===== config.mk =====
export PLATFORM = sky130hd
export DESIGN_NAME = block_median_select_top
export DESIGN_NICKNAME = d
export VERILOG_FILES = /design/src/hw/rtl/bms_pkg.sv /design/src/hw/rtl/bms_cell.sv /design/src/hw/rtl/block_median_select_top.sv
export SDC_FILE = /design/constraint.sdc
export NUM_CORES = 2
export LEC_CHECK = 0
export ABC_CLOCK_PERIOD_IN_PS = 6100
export BUFFER_PORTS_ARGS = -buffer_cell sky130_fd_sc_hd__buf_2
export CORE_ASPECT_RATIO = 0.5
export CORE_UTILIZATION = 30
export DETAILED_ROUTE_END_ITERATION = 12
export GPL_ROUTABILITY_DRIVEN = 0
export PLACE_DENSITY = 0.54
export SETUP_SLACK_MARGIN = 0.1
export SYNTH_ARGS = -nofsm -noshare
export SYNTH_HDL_FRONTEND = slang
export SYNTH_SLANG_ARGS = --single-unit

===== constraint.sdc =====
create_clock -name clock -period 6.1 [get_ports clock]
set_input_delay 1.22 -clock clock [delete_from_list [all_inputs] [get_ports clock]]
set_output_delay 1.22 -clock clock [all_outputs]
set_load 0.1 [all_outputs]

===== src/hw/rtl/bms_pkg.sv =====
// Shared types and constants for the block median select design.
package bms_pkg;

   localparam int DATA_W           = 32;
   localparam int SET_SIZE_W       = 5;
   localparam int CAPACITY_DEFAULT = 16;

   localparam logic [SET_SIZE_W-1:0] SET_SIZE_RESET = SET_SIZE_W'(11);

   // Set sequencer states
   typedef enum logic [1:0] {
      ST_LOAD,
      ST_PICK,
      ST_CALC
   } seq_state_type;

   // Control broadcast to every cell of the sorting chain
   typedef struct packed {
      logic insert;
      logic restart;
   } cell_ctrl_type;

endpackage


===== src/hw/rtl/bms_cell.sv =====
// One compare-and-shift cell of the sorted insertion chain.
module bms_cell #(
   parameter int INDEX = 0,
   parameter int CNT_W = 5
) (
   input  logic                                 clock,
   input  logic                                 reset,
   input  bms_pkg::cell_ctrl_type               ctrl,
   input  logic signed [bms_pkg::DATA_W-1:0]    sample,
   input  logic                                 prev_le,
   input  logic                                 prev_occ,
   input  logic signed [bms_pkg::DATA_W-1:0]    prev_value,
   input  logic [CNT_W-1:0]                     half,
   output logic                                 le,
   output logic                                 occ,
   output logic signed [bms_pkg::DATA_W-1:0]    value,
   output logic [bms_pkg::DATA_W-1:0]           hi_part,
   output logic [bms_pkg::DATA_W-1:0]           lo_part
);
   import bms_pkg::*;

   logic signed [DATA_W-1:0] value_ff;
   logic signed [DATA_W-1:0] value_in;
   logic                     occ_ff;
   logic                     occ_in;
   logic                     hi_sel;
   logic                     lo_sel;

   // Keep the held value when it does not exceed the new sample
   assign le = occ_ff && (value_ff <= sample);

   // Keep, take the sample at the insert point, or shift in from the left
   always_comb begin
      priority if (le) begin
         value_in = value_ff;
      end else if (prev_le) begin
         value_in = sample;
      end else begin
         value_in = prev_value;
      end
   end

   // Occupancy grows by one cell per insert; drop it when a set completes
   always_comb begin
      priority if (ctrl.restart) begin
         occ_in = 1'b0;
      end else begin
         occ_in = occ_ff || prev_occ;
      end
   end

   always_ff @(posedge clock) begin
      if (reset) begin
         occ_ff <= 1'b0;
      end else if (ctrl.insert) begin
         occ_ff <= occ_in;
      end
   end

   always_ff @(posedge clock) begin
      if (ctrl.insert) begin
         value_ff <= value_in;
      end
   end

   // Offer the held value when this cell holds a middle element
   assign hi_sel  = (half == CNT_W'(INDEX));
   assign lo_sel  = (half == CNT_W'(INDEX + 1));
   assign hi_part = hi_sel ? value_ff : '0;
   assign lo_part = lo_sel ? value_ff : '0;

   assign occ   = occ_ff;
   assign value = value_ff;

endmodule


===== src/hw/rtl/block_median_select_top.sv =====
// Top level of the block median select: sorting chain, set sequencer and median output.
// The median passes the pick state, the calc state and the output register after a set's last
// sample is transferred. Throughput: one sample per cycle while a set fills; each completed set
// passes the pick state (middle elements) and calc state (sum and halve) with no sample taken,
// longer while the last median is stalled. The CAPACITY compare-and-shift cells insert per cycle.
// Reset (synchronous, active high) empties the set, sets set_size to 11, drops the result.
module block_median_select_top #(
   parameter int CAPACITY = bms_pkg::CAPACITY_DEFAULT
) (
   input  logic                                    clock,
   input  logic                                    reset,
   input  logic                                    req_valid,
   output logic                                    req_stall,
   input  logic signed [bms_pkg::DATA_W-1:0]       req_sample,
   output logic                                    rsp_valid,
   input  logic                                    rsp_stall,
   output logic signed [bms_pkg::DATA_W-1:0]       rsp_median,
   input  logic                                    csr_valid,
   output logic                                    csr_ready,
   input  logic [bms_pkg::SET_SIZE_W-1:0]          csr_set_size
);
   import bms_pkg::*;

   localparam int CNT_W = $clog2(CAPACITY + 1);
   localparam int SZ_W  = (CNT_W > SET_SIZE_W) ? CNT_W : SET_SIZE_W;

   seq_state_type                state_ff;
   seq_state_type                state_in;
   logic [SET_SIZE_W-1:0]        set_size_ff;
   logic [CNT_W-1:0]             count_ff;
   logic [CNT_W-1:0]             count_in;
   logic [CNT_W-1:0]             half_ff;
   logic                         odd_ff;
   logic [DATA_W-1:0]            hi_ff;
   logic [DATA_W-1:0]            lo_ff;
   logic                         rsp_valid_ff;
   logic                         rsp_valid_in;
   logic signed [DATA_W-1:0]     median_ff;
   logic signed [DATA_W-1:0]     median_in;

   logic                         req_xfer;
   logic                         set_done;
   logic                         out_free;
   logic                         load_out;
   logic [SZ_W-1:0]              size_ext;
   logic [SZ_W-1:0]              eff_size;
   logic [SZ_W-1:0]              count_next_ext;
   cell_ctrl_type                cell_ctrl;

   logic [CAPACITY:0]                      le_chain;
   logic [CAPACITY:0]                      occ_chain;
   logic signed [DATA_W-1:0]               value_chain [CAPACITY+1];
   logic [DATA_W-1:0]                      hi_parts [CAPACITY];
   logic [DATA_W-1:0]                      lo_parts [CAPACITY];
   logic [DATA_W-1:0]                      hi_pick;
   logic [DATA_W-1:0]                      lo_pick;
   logic signed [DATA_W:0]                 pair_sum;
   logic signed [DATA_W:0]                 pair_adj;

   // Configuration register: always ready; the user writes it only while idle, unchecked by the block
   assign csr_ready = 1'b1;

   always_ff @(posedge clock) begin
      if (reset) begin
         set_size_ff <= SET_SIZE_RESET;
      end else if (csr_valid && csr_ready) begin
         set_size_ff <= csr_set_size;
      end
   end

   // Clamp set size to 1..CAPACITY and test for a completed set
   assign size_ext       = SZ_W'(set_size_ff);
   assign eff_size       = (size_ext == '0) ? SZ_W'(1)
                         : (size_ext > SZ_W'(CAPACITY)) ? SZ_W'(CAPACITY) : size_ext;
   assign count_next_ext = SZ_W'(count_ff) + SZ_W'(1);
   assign req_xfer       = req_valid && !req_stall;
   assign set_done       = (count_next_ext >= eff_size);
   assign out_free       = !rsp_valid_ff || !rsp_stall;

   // Sequencer next state
   always_comb begin
      state_in = state_ff;
      unique case (state_ff)
         ST_LOAD: if (req_xfer && set_done) state_in = ST_PICK;
         ST_PICK: state_in = ST_CALC;
         ST_CALC: if (out_free) state_in = ST_LOAD;
         default: state_in = ST_LOAD;
      endcase
   end

   // Sequencer outputs
   always_comb begin
      req_stall         = 1'b1;
      load_out          = 1'b0;
      cell_ctrl.insert  = 1'b0;
      cell_ctrl.restart = 1'b0;
      unique case (state_ff)
         ST_LOAD: begin
            req_stall         = 1'b0;
            cell_ctrl.insert  = req_xfer;
            cell_ctrl.restart = set_done;
         end
         ST_PICK: begin
         end
         ST_CALC: begin
            load_out = out_free;
         end
         default: begin
         end
      endcase
   end

   always_ff @(posedge clock) begin
      if (reset) begin
         state_ff <= ST_LOAD;
      end else begin
         state_ff <= state_in;
      end
   end

   // Sample count of the current set; capture the middle index on completion
   assign count_in = set_done ? '0 : CNT_W'(count_next_ext);

   always_ff @(posedge clock) begin
      if (reset) begin
         count_ff <= '0;
      end else if (req_xfer) begin
         count_ff <= count_in;
      end
   end

   always_ff @(posedge clock) begin
      if (req_xfer && set_done) begin
         half_ff <= CNT_W'(count_next_ext >> 1);
         odd_ff  <= count_next_ext[0];
      end
   end

   // Sorting chain: the left edge always admits the sample
   assign le_chain[0]    = 1'b1;
   assign occ_chain[0]   = 1'b1;
   assign value_chain[0] = req_sample;

   for (genvar i = 0; i < CAPACITY; i++) begin : g_cell
      bms_cell #(
         .INDEX (i),
         .CNT_W (CNT_W)
      ) u_cell (
         .clock      (clock),
         .reset      (reset),
         .ctrl       (cell_ctrl),
         .sample     (req_sample),
         .prev_le    (le_chain[i]),
         .prev_occ   (occ_chain[i]),
         .prev_value (value_chain[i]),
         .half       (half_ff),
         .le         (le_chain[i+1]),
         .occ        (occ_chain[i+1]),
         .value      (value_chain[i+1]),
         .hi_part    (hi_parts[i]),
         .lo_part    (lo_parts[i])
      );
   end

   // Merge the middle elements offered by the cells
   always_comb begin
      hi_pick = '0;
      lo_pick = '0;
      for (int k = 0; k < CAPACITY; k++) begin
         hi_pick = hi_pick | hi_parts[k];
         lo_pick = lo_pick | lo_parts[k];
      end
   end

   always_ff @(posedge clock) begin
      if (state_ff == ST_PICK) begin
         hi_ff <= hi_pick;
         lo_ff <= lo_pick;
      end
   end

   // Full-width sum, halved toward zero for even sets
   assign pair_sum  = $signed({hi_ff[DATA_W-1], hi_ff}) + $signed({lo_ff[DATA_W-1], lo_ff});
   assign pair_adj  = pair_sum + $signed({{DATA_W{1'b0}}, pair_sum[DATA_W]});
   assign median_in = odd_ff ? $signed(hi_ff) : $signed(pair_adj[DATA_W:1]);

   // Output register: hold until the transfer completes
   assign rsp_valid_in = load_out || (rsp_valid_ff && rsp_stall);

   always_ff @(posedge clock) begin
      if (reset) begin
         rsp_valid_ff <= 1'b0;
      end else begin
         rsp_valid_ff <= rsp_valid_in;
      end
   end

   always_ff @(posedge clock) begin
      if (load_out) begin
         median_ff <= median_in;
      end
   end

   assign rsp_valid  = rsp_valid_ff;
   assign rsp_median = median_ff;

`ifndef SYNTHESIS
   a_count_in_range: assert property (@(posedge clock) disable iff (reset)
      count_ff < CNT_W'(CAPACITY))
      else $error("sample count reached capacity without completing a set");

   a_set_restart: assert property (@(posedge clock) disable iff (reset)
      (req_xfer && set_done) |=> (count_ff == '0) && (state_ff == ST_PICK))
      else $error("completed set did not restart and move to pick");

   a_result_source: assert property (@(posedge clock) disable iff (reset)
      $rose(rsp_valid_ff) |-> $past(state_ff) == ST_CALC)
      else $error("result appeared without a median calculation");

   a_no_input_busy: assert property (@(posedge clock) disable iff (reset)
      (state_ff == ST_PICK) |=> !cell_ctrl.insert)
      else $error("sample inserted while a median was being picked");
`endif

endmodule


Yosys cells after proc, flatten, opt, wreduce, memory -nomap -nowiden
Index checks and enable logic that the tools add are counted.
Operators by class
  $add $sub $neg: 3
  order comparisons: 18
  equal/unequal tests: 19
  muxes and demuxes: 72
  bitwise logic cells: 45
  reductions and logical operators: 58
Operators with widths (number)
  two-way mux 32 bit: 47
  bitwise OR 32 bit: 29
  <= comparator 32 bit: 16
  AND reduction 2 bit: 17
  adder 32 x 32 -> 33 bit: 1
  adder 33 x 2 -> 33 bit: 1
  == test 4 bit (second input constant): 8
  logical AND 1 bit: 19
  two-way mux 1 bit: 18
  logical OR 1 bit: 17
  == test 4 x 3 -> 1 bit (second input constant): 4
  NOT 1 bit: 16
  two-way mux 5 bit: 3
  logical NOT 5 bit: 2
  == test 4 x 2 -> 1 bit (second input constant): 2
  two-way mux 2 bit: 3
  case mux 2 bit (3 select lines): 1
  adder 5 x 1 -> 5 bit (second input constant): 1
  >= comparator 5 bit: 1
  greater-than comparator 5 bit (second input constant): 1
  == test 4 x 1 -> 1 bit (second input constant): 1
  == test 2 x 1 -> 1 bit (second input constant): 1
  == test 2 bit (second input constant): 1
  logical NOT 1 bit: 2
  other kinds (3): 3
Word-level totals
  register bits after elaboration: 642
  word-level logic and storage cells: 256

Depth between registers and ports, before layout
  word-level depth: 17
  mapped depth: 16
  mapped depth without buffers: 16

Hierarchy
Synthesis repeated with hierarchy kept, for this count alone.
Second synthesis, totals
  cell total of the unflattened synthesis: 5191
  area, all modules: 51688.3 um2
By module, submodules not included
  block_median_select_top: instances 1, cells an instance 968, area an instance 8762.2 um2, sequential area each 3293.2 um2
  bms_cell (g_cell[5].u_cell ...): instances 2, cells an instance 262, area an instance 2690.1 um2, sequential area each 980.9 um2
  bms_cell (g_cell[4].u_cell ...): instances 2, cells an instance 262, area an instance 2676.3 um2, sequential area each 980.9 um2
  bms_cell (g_cell[1].u_cell): instances 1, cells an instance 264, area an instance 2721.4 um2, sequential area each 980.9 um2
  bms_cell (g_cell[0].u_cell): instances 1, cells an instance 267, area an instance 2706.3 um2, sequential area each 980.9 um2
  bms_cell (g_cell[13].u_cell): instances 1, cells an instance 264, area an instance 2692.6 um2, sequential area each 980.9 um2
  bms_cell (g_cell[15].u_cell): instances 1, cells an instance 267, area an instance 2692.6 um2, sequential area each 980.9 um2
  bms_cell (g_cell[12].u_cell): instances 1, cells an instance 264, area an instance 2685.1 um2, sequential area each 980.9 um2
  bms_cell (g_cell[10].u_cell): instances 1, cells an instance 265, area an instance 2680.1 um2, sequential area each 980.9 um2
  bms_cell (g_cell[14].u_cell): instances 1, cells an instance 265, area an instance 2677.6 um2, sequential area each 980.9 um2
  bms_cell (g_cell[7].u_cell): instances 1, cells an instance 263, area an instance 2672.6 um2, sequential area each 980.9 um2
  bms_cell (g_cell[6].u_cell): instances 1, cells an instance 263, area an instance 2668.8 um2, sequential area each 980.9 um2
  bms_cell (g_cell[11].u_cell): instances 1, cells an instance 266, area an instance 2667.6 um2, sequential area each 980.9 um2
  bms_cell (g_cell[2].u_cell): instances 1, cells an instance 263, area an instance 2666.3 um2, sequential area each 980.9 um2
  bms_cell (g_cell[3].u_cell): instances 1, cells an instance 264, area an instance 2662.6 um2, sequential area each 980.9 um2

Worst setup path after synthesis
OpenSTA, ideal clock, no wires.
  kind: input-to-reg
  from: input req_sample[17] (netlist name)
  to: register g_cell[0].u_cell.value_ff[0] (enable)
  setup time: 0.461 ns
  data arrival time: 5.614 ns
  data required time: 5.639 ns
  setup slack: 0.025 ns
  stages: 12
  path buffers: 1
  cell sequence: clkbuf_1 -> inv_1 -> ha_1 -> a21o_1 -> a21o_1 -> a21o_1 -> a21o_1 -> a21oi_1 -> o21ai_0 -> a221oi_1 -> o21ai_0 -> nor3_1
Between the ends
  cells in the longest elaborated chain, start to end: 4
Ends and longest elaborated chain
  from (decl): line block_median_select_top.sv:14  | input logic signed [bms_pkg::DATA_W-1:0] req_sample,
  <= comparator 32 bit: line bms_cell.sv:30  | assign le = occ_ff && (value_ff <= sample);
  logical AND 1 bit: line bms_cell.sv:30
  NOT 1 bit (no source line)
  AND reduction 2 bit (no source line)
  to (signal assigned): line bms_cell.sv:62  | value_ff <= value_in;
  to (decl): line bms_cell.sv:22  | logic signed [DATA_W-1:0] value_ff;
Every way passes these cells.
A chain may end at the register's enable or synchronous reset.

Worst setup path in the final report
  from: input req_sample[30] (netlist name)
  to: register g_cell[1].u_cell.value_ff[18], data pin
Between the ends
  cells in the longest elaborated chain, start to end: 3
Ends and longest elaborated chain
  <= comparator 32 bit: line bms_cell.sv:30
  logical AND 1 bit: line bms_cell.sv:30
  two-way mux 32 bit: line bms_cell.sv:36  | end else if (prev_le) begin
  to (signal assigned): line bms_cell.sv:62
  to (decl): line bms_cell.sv:22
Every way passes these cells.

==> flow_summary.json <==
{
  "fin_cells": 6026,
  "fin_crit_sh_pct": 98.6,
  "synth_top_area_share_pct": 40.7,
  "worstPathBufferInverterCount": 3,
  "rsz0062_at_grt": "false",
  "crit_fanout": 24,
  "hold_buffers": 0,
  "die_h_um": 277,
  "slew_headroom_pct": 3.40,
  "dpl.cell_count": 5886,
  "wl_mm": 207,
  "required_ns": 6.52,
  "fin_worst_skew_ns": 0.0249,
  "slew_viol_final": 0,
  "r2r-start": "hi_ff[9]",
  "nets": 4567,
  "grt_pass1_wl_mm": 288,
  "worst-setup-path-type": "in2reg",
  "crit_family": "simple AND/OR/NAND/NOR gates",
  "syn_inst": 3893,
  "rows": 100,
  "die_area_mm2": 0.152,
  "drc": 0,
  "htreeDepth": 3,
  "hold_viol_final": 0,
  "setup_tns_ns": 0,
  "cts_sinks": 642,
  "syn_area_per_cell_um2": 11.6,
  "hpwl_mm": 149,
  "max_stage_delay_ns": 1.20,
  "ys_ff_latch": 642,
  "crit_start": "req_sample[30]",
  "synthTopCellsByArea": "edfxtp_1 41%, ha_1 15%, mux2_2 12%",
  "ctsResizeCount": 0,
  "postCtsSetupBuffers": 0,
  "grt_usage_pct": 26.4,
  "r2r_end": "rsp_median[29]",
  "fillers": 14729,
  "ys_seq_area_share_pct": 42.0,
  "final_cell_area_mm2": 0.0514,
  "period_minus_slack_ns": 6.02,
  "synth_edf_count": 613,
  "antenna_left": 0,
  "viasPerCell": 6.48,
  "cp_common_cell": "nand3_1",
  "critPathCaptureType": "flop",
  "irDropWorstVdd_v": 0.000219,
  "min_path_type": "reg2reg",
  "areaGrowthSynthToFinish_pct": 13.6,
  "clockBufferDepth": 3,
  "cts.clk_slew.worst_paths_ns": 0.06,
  "crit_chain": "buf_2 > inv_1 > ha_1 > nand4_1 > or2_2 > nor4_1 > nand3_1 > nor3_1 > nand3_1 > o21ai_0 > nor2_4 > buf_4 > mux2_2",
  "drt-initial-drc-count": 6759,
  "critPathArrivalTime_ns": 6.43,
  "cts_tree": "done",
  "ys.flop_type": "edfxtp_1",
  "r2r_slack_ns": 0.89,
  "start_kind": "input port",
  "yosysWarnings": 0,
  "r2r_cells": 14,
  "coreArea_mm2": 0.149,
  "overflow": 0,
  "initial_utilization_pct": 30.3,
  "max_freq_ghz": 0.166,
  "max-cap-violations": 0,
  "place_area_mm2": 0.0489,
  "slowest_stage": "nor4_1",
  "synth_cell_types": 90,
  "cts_made_buffers": 74,
  "worst_slew_pin_slew_ns": 1.44,
  "endpoint": "g_cell[1].u_cell.value[18]",
  "outcome": "finished, final reports clean",
  "post_drt_wl_per_cell_um": 34.3,
  "setup_viol": 0,
  "final_common_cell": "edfxtp_1",
  "vias": 39075,
  "antenna_found_initial": 22,
  "netlist_area_mm2": 0.0452,
  "async_reset_ff_share_pct": 0,
  "first_pass_iters": 13,
  "grt_start_max_net_pins": 65,
  "synth_largest_area_cell": "edfxtp_1",
  "io_pins": 77,
  "mostFrequentLayoutCells": "613 x edfxtp_1, 551 x ha_1, 483 x mux2_2, 181 x a21oi_1",
  "power_leakage_nw": 19.5,
  "clk_latency_ns": 0.68,
  "io_buffers": 75,
  "die_w_um": 551,
  "drive_gt1_share_pct": 22.3,
  "worstSetupPathDepth": 13,
  "grt_pass1_vias": 36713,
  "synthesis.nets": 4487,
  "root_buffer": "clkbuf_16",
  "p_per_area_mw_per_mm2": 264
}
## kinds of logic after synthesis
logic type                 share of synthesized area (%)
and+or+nand+nor                                     9.03
adders and majority gates                           15.3
buffers and inverters                               2.49
AOI/OAI and AO/OA                                   18.1
xor gates and xnor gates                           0.949
muxes                                               12.2
other                                            0.00829
DFF                                                 42.0
## synthesized netlist by cell type, types with 11 or more instances
master	instances
a211oi_1	12
a21o_1	158
a21oi_1	182
a221oi_1	165
a222oi_1	32
a22o_1	161
a22oi_1	129
a31oi_1	13
and2_1	18
and3_1	41
clkbuf_1	192
dfxtp_1	29
edfxtp_1	613
ha_1	551
inv_1	71
mux2_2	483
nand2_1	147
nand2b_1	25
nand3_1	58
nand4_1	165
nor2_1	127
nor2b_1	46
nor3_1	46
nor4_1	18
o211ai_1	17
o21a_1	39
o21ai_0	125
o21ai_1	12
or3_1	11
xnor2_1	25
xor2_1	24
## routing by layer
layer / GRT usage, % / up-vias / wire [µm]
met5: 0.438 / - / 232
met4: 10.4 / 20 / 10300
met3: 11.2 / 682 / 31800
met2: 38.2 / 3194 / 84500
met1: 34.4 / 19164 / 80100
li1: - / 16015 / -
## report_power, final
part / switching (mW) / leakage [nW] / internal, mW
Combinational: 1.84 / 12.2 / 1.06
Clock: 2.02 / 1.17 / 2.68
Sequential: 0.614 / 6.15 / 5.35
Total: 4.47 / 19.5 / 9.10
## flip-flops by register name (all words and copies together), names as in the netlist
name                 flops
lo_ff                   32
set_size_ff              5
state_ff                 2
count_ff                 5
rsp_valid                1
g_cell.u_cell.value    512
half_ff                  4
g_cell.u_cell.occ       16
odd_ff                   1
rsp_median              32
hi_ff                   32
## layout make-up
type	count	area, µm²	area share, %
multi-input cells	2967	25400	49.5
flip-flops and latches	642	19000	37.0
well taps	1989	2490	4.84
clock buffers	95	2010	3.92
repair buffers	217	1740	3.39
clock inverters	37	423	0.823
inverters	71	267	0.519
diodes	8	20.0	0.0390
## per-stage QoR
step	power [mW]	worst slack, ns	util (%)	hold WS (ns)
2_1_floorplan	7.35	0.706	-	0.432
3_3_place_gp	8.72	-0.133	32.8	0.456
3_5_place_dp	8.76	-0.194	32.8	0.465
4_1_cts	13.4	0.495	34.4	0.473
5_1_grt	13.9	0.329	34.4	0.486
6_report	13.6	0.0845	34.5	0.467
## worst reg2reg max path, stage by stage, from the launching register on
cell and delay (ns):
edfxtp_1 0.46, ha_1 0.55, a21oi_1 0.23, o21ai_1 0.18
a21oi_1 0.49, a21oi_1 0.14, o2111ai_1 0.55, and3_1 0.28
ha_1 0.21, and4_1 0.32, nand4_1 0.31, nor4_4 0.49
nand4_1 0.20, xnor2_1 0.19, o21ai_0 0.35
## worst min path at each step
stage / from / endpoint / slack, ns / depth (start not counted)
2_1_floorplan: g_cell[15].u_cell.occ / g_cell[15].u_cell.occ / 0.43 / 2
3_3_place_gp: count_ff[4] / count_ff[4] / 0.46 / 2
3_5_place_dp: count_ff[4] / count_ff[4] / 0.46 / 2
4_1_cts: count_ff[4] / count_ff[4] / 0.47 / 2
5_1_grt: count_ff[1] / count_ff[1] / 0.49 / 2
6_report: count_ff[4] / count_ff[4] / 0.47 / 2
(Power assumes the default switching activity.)
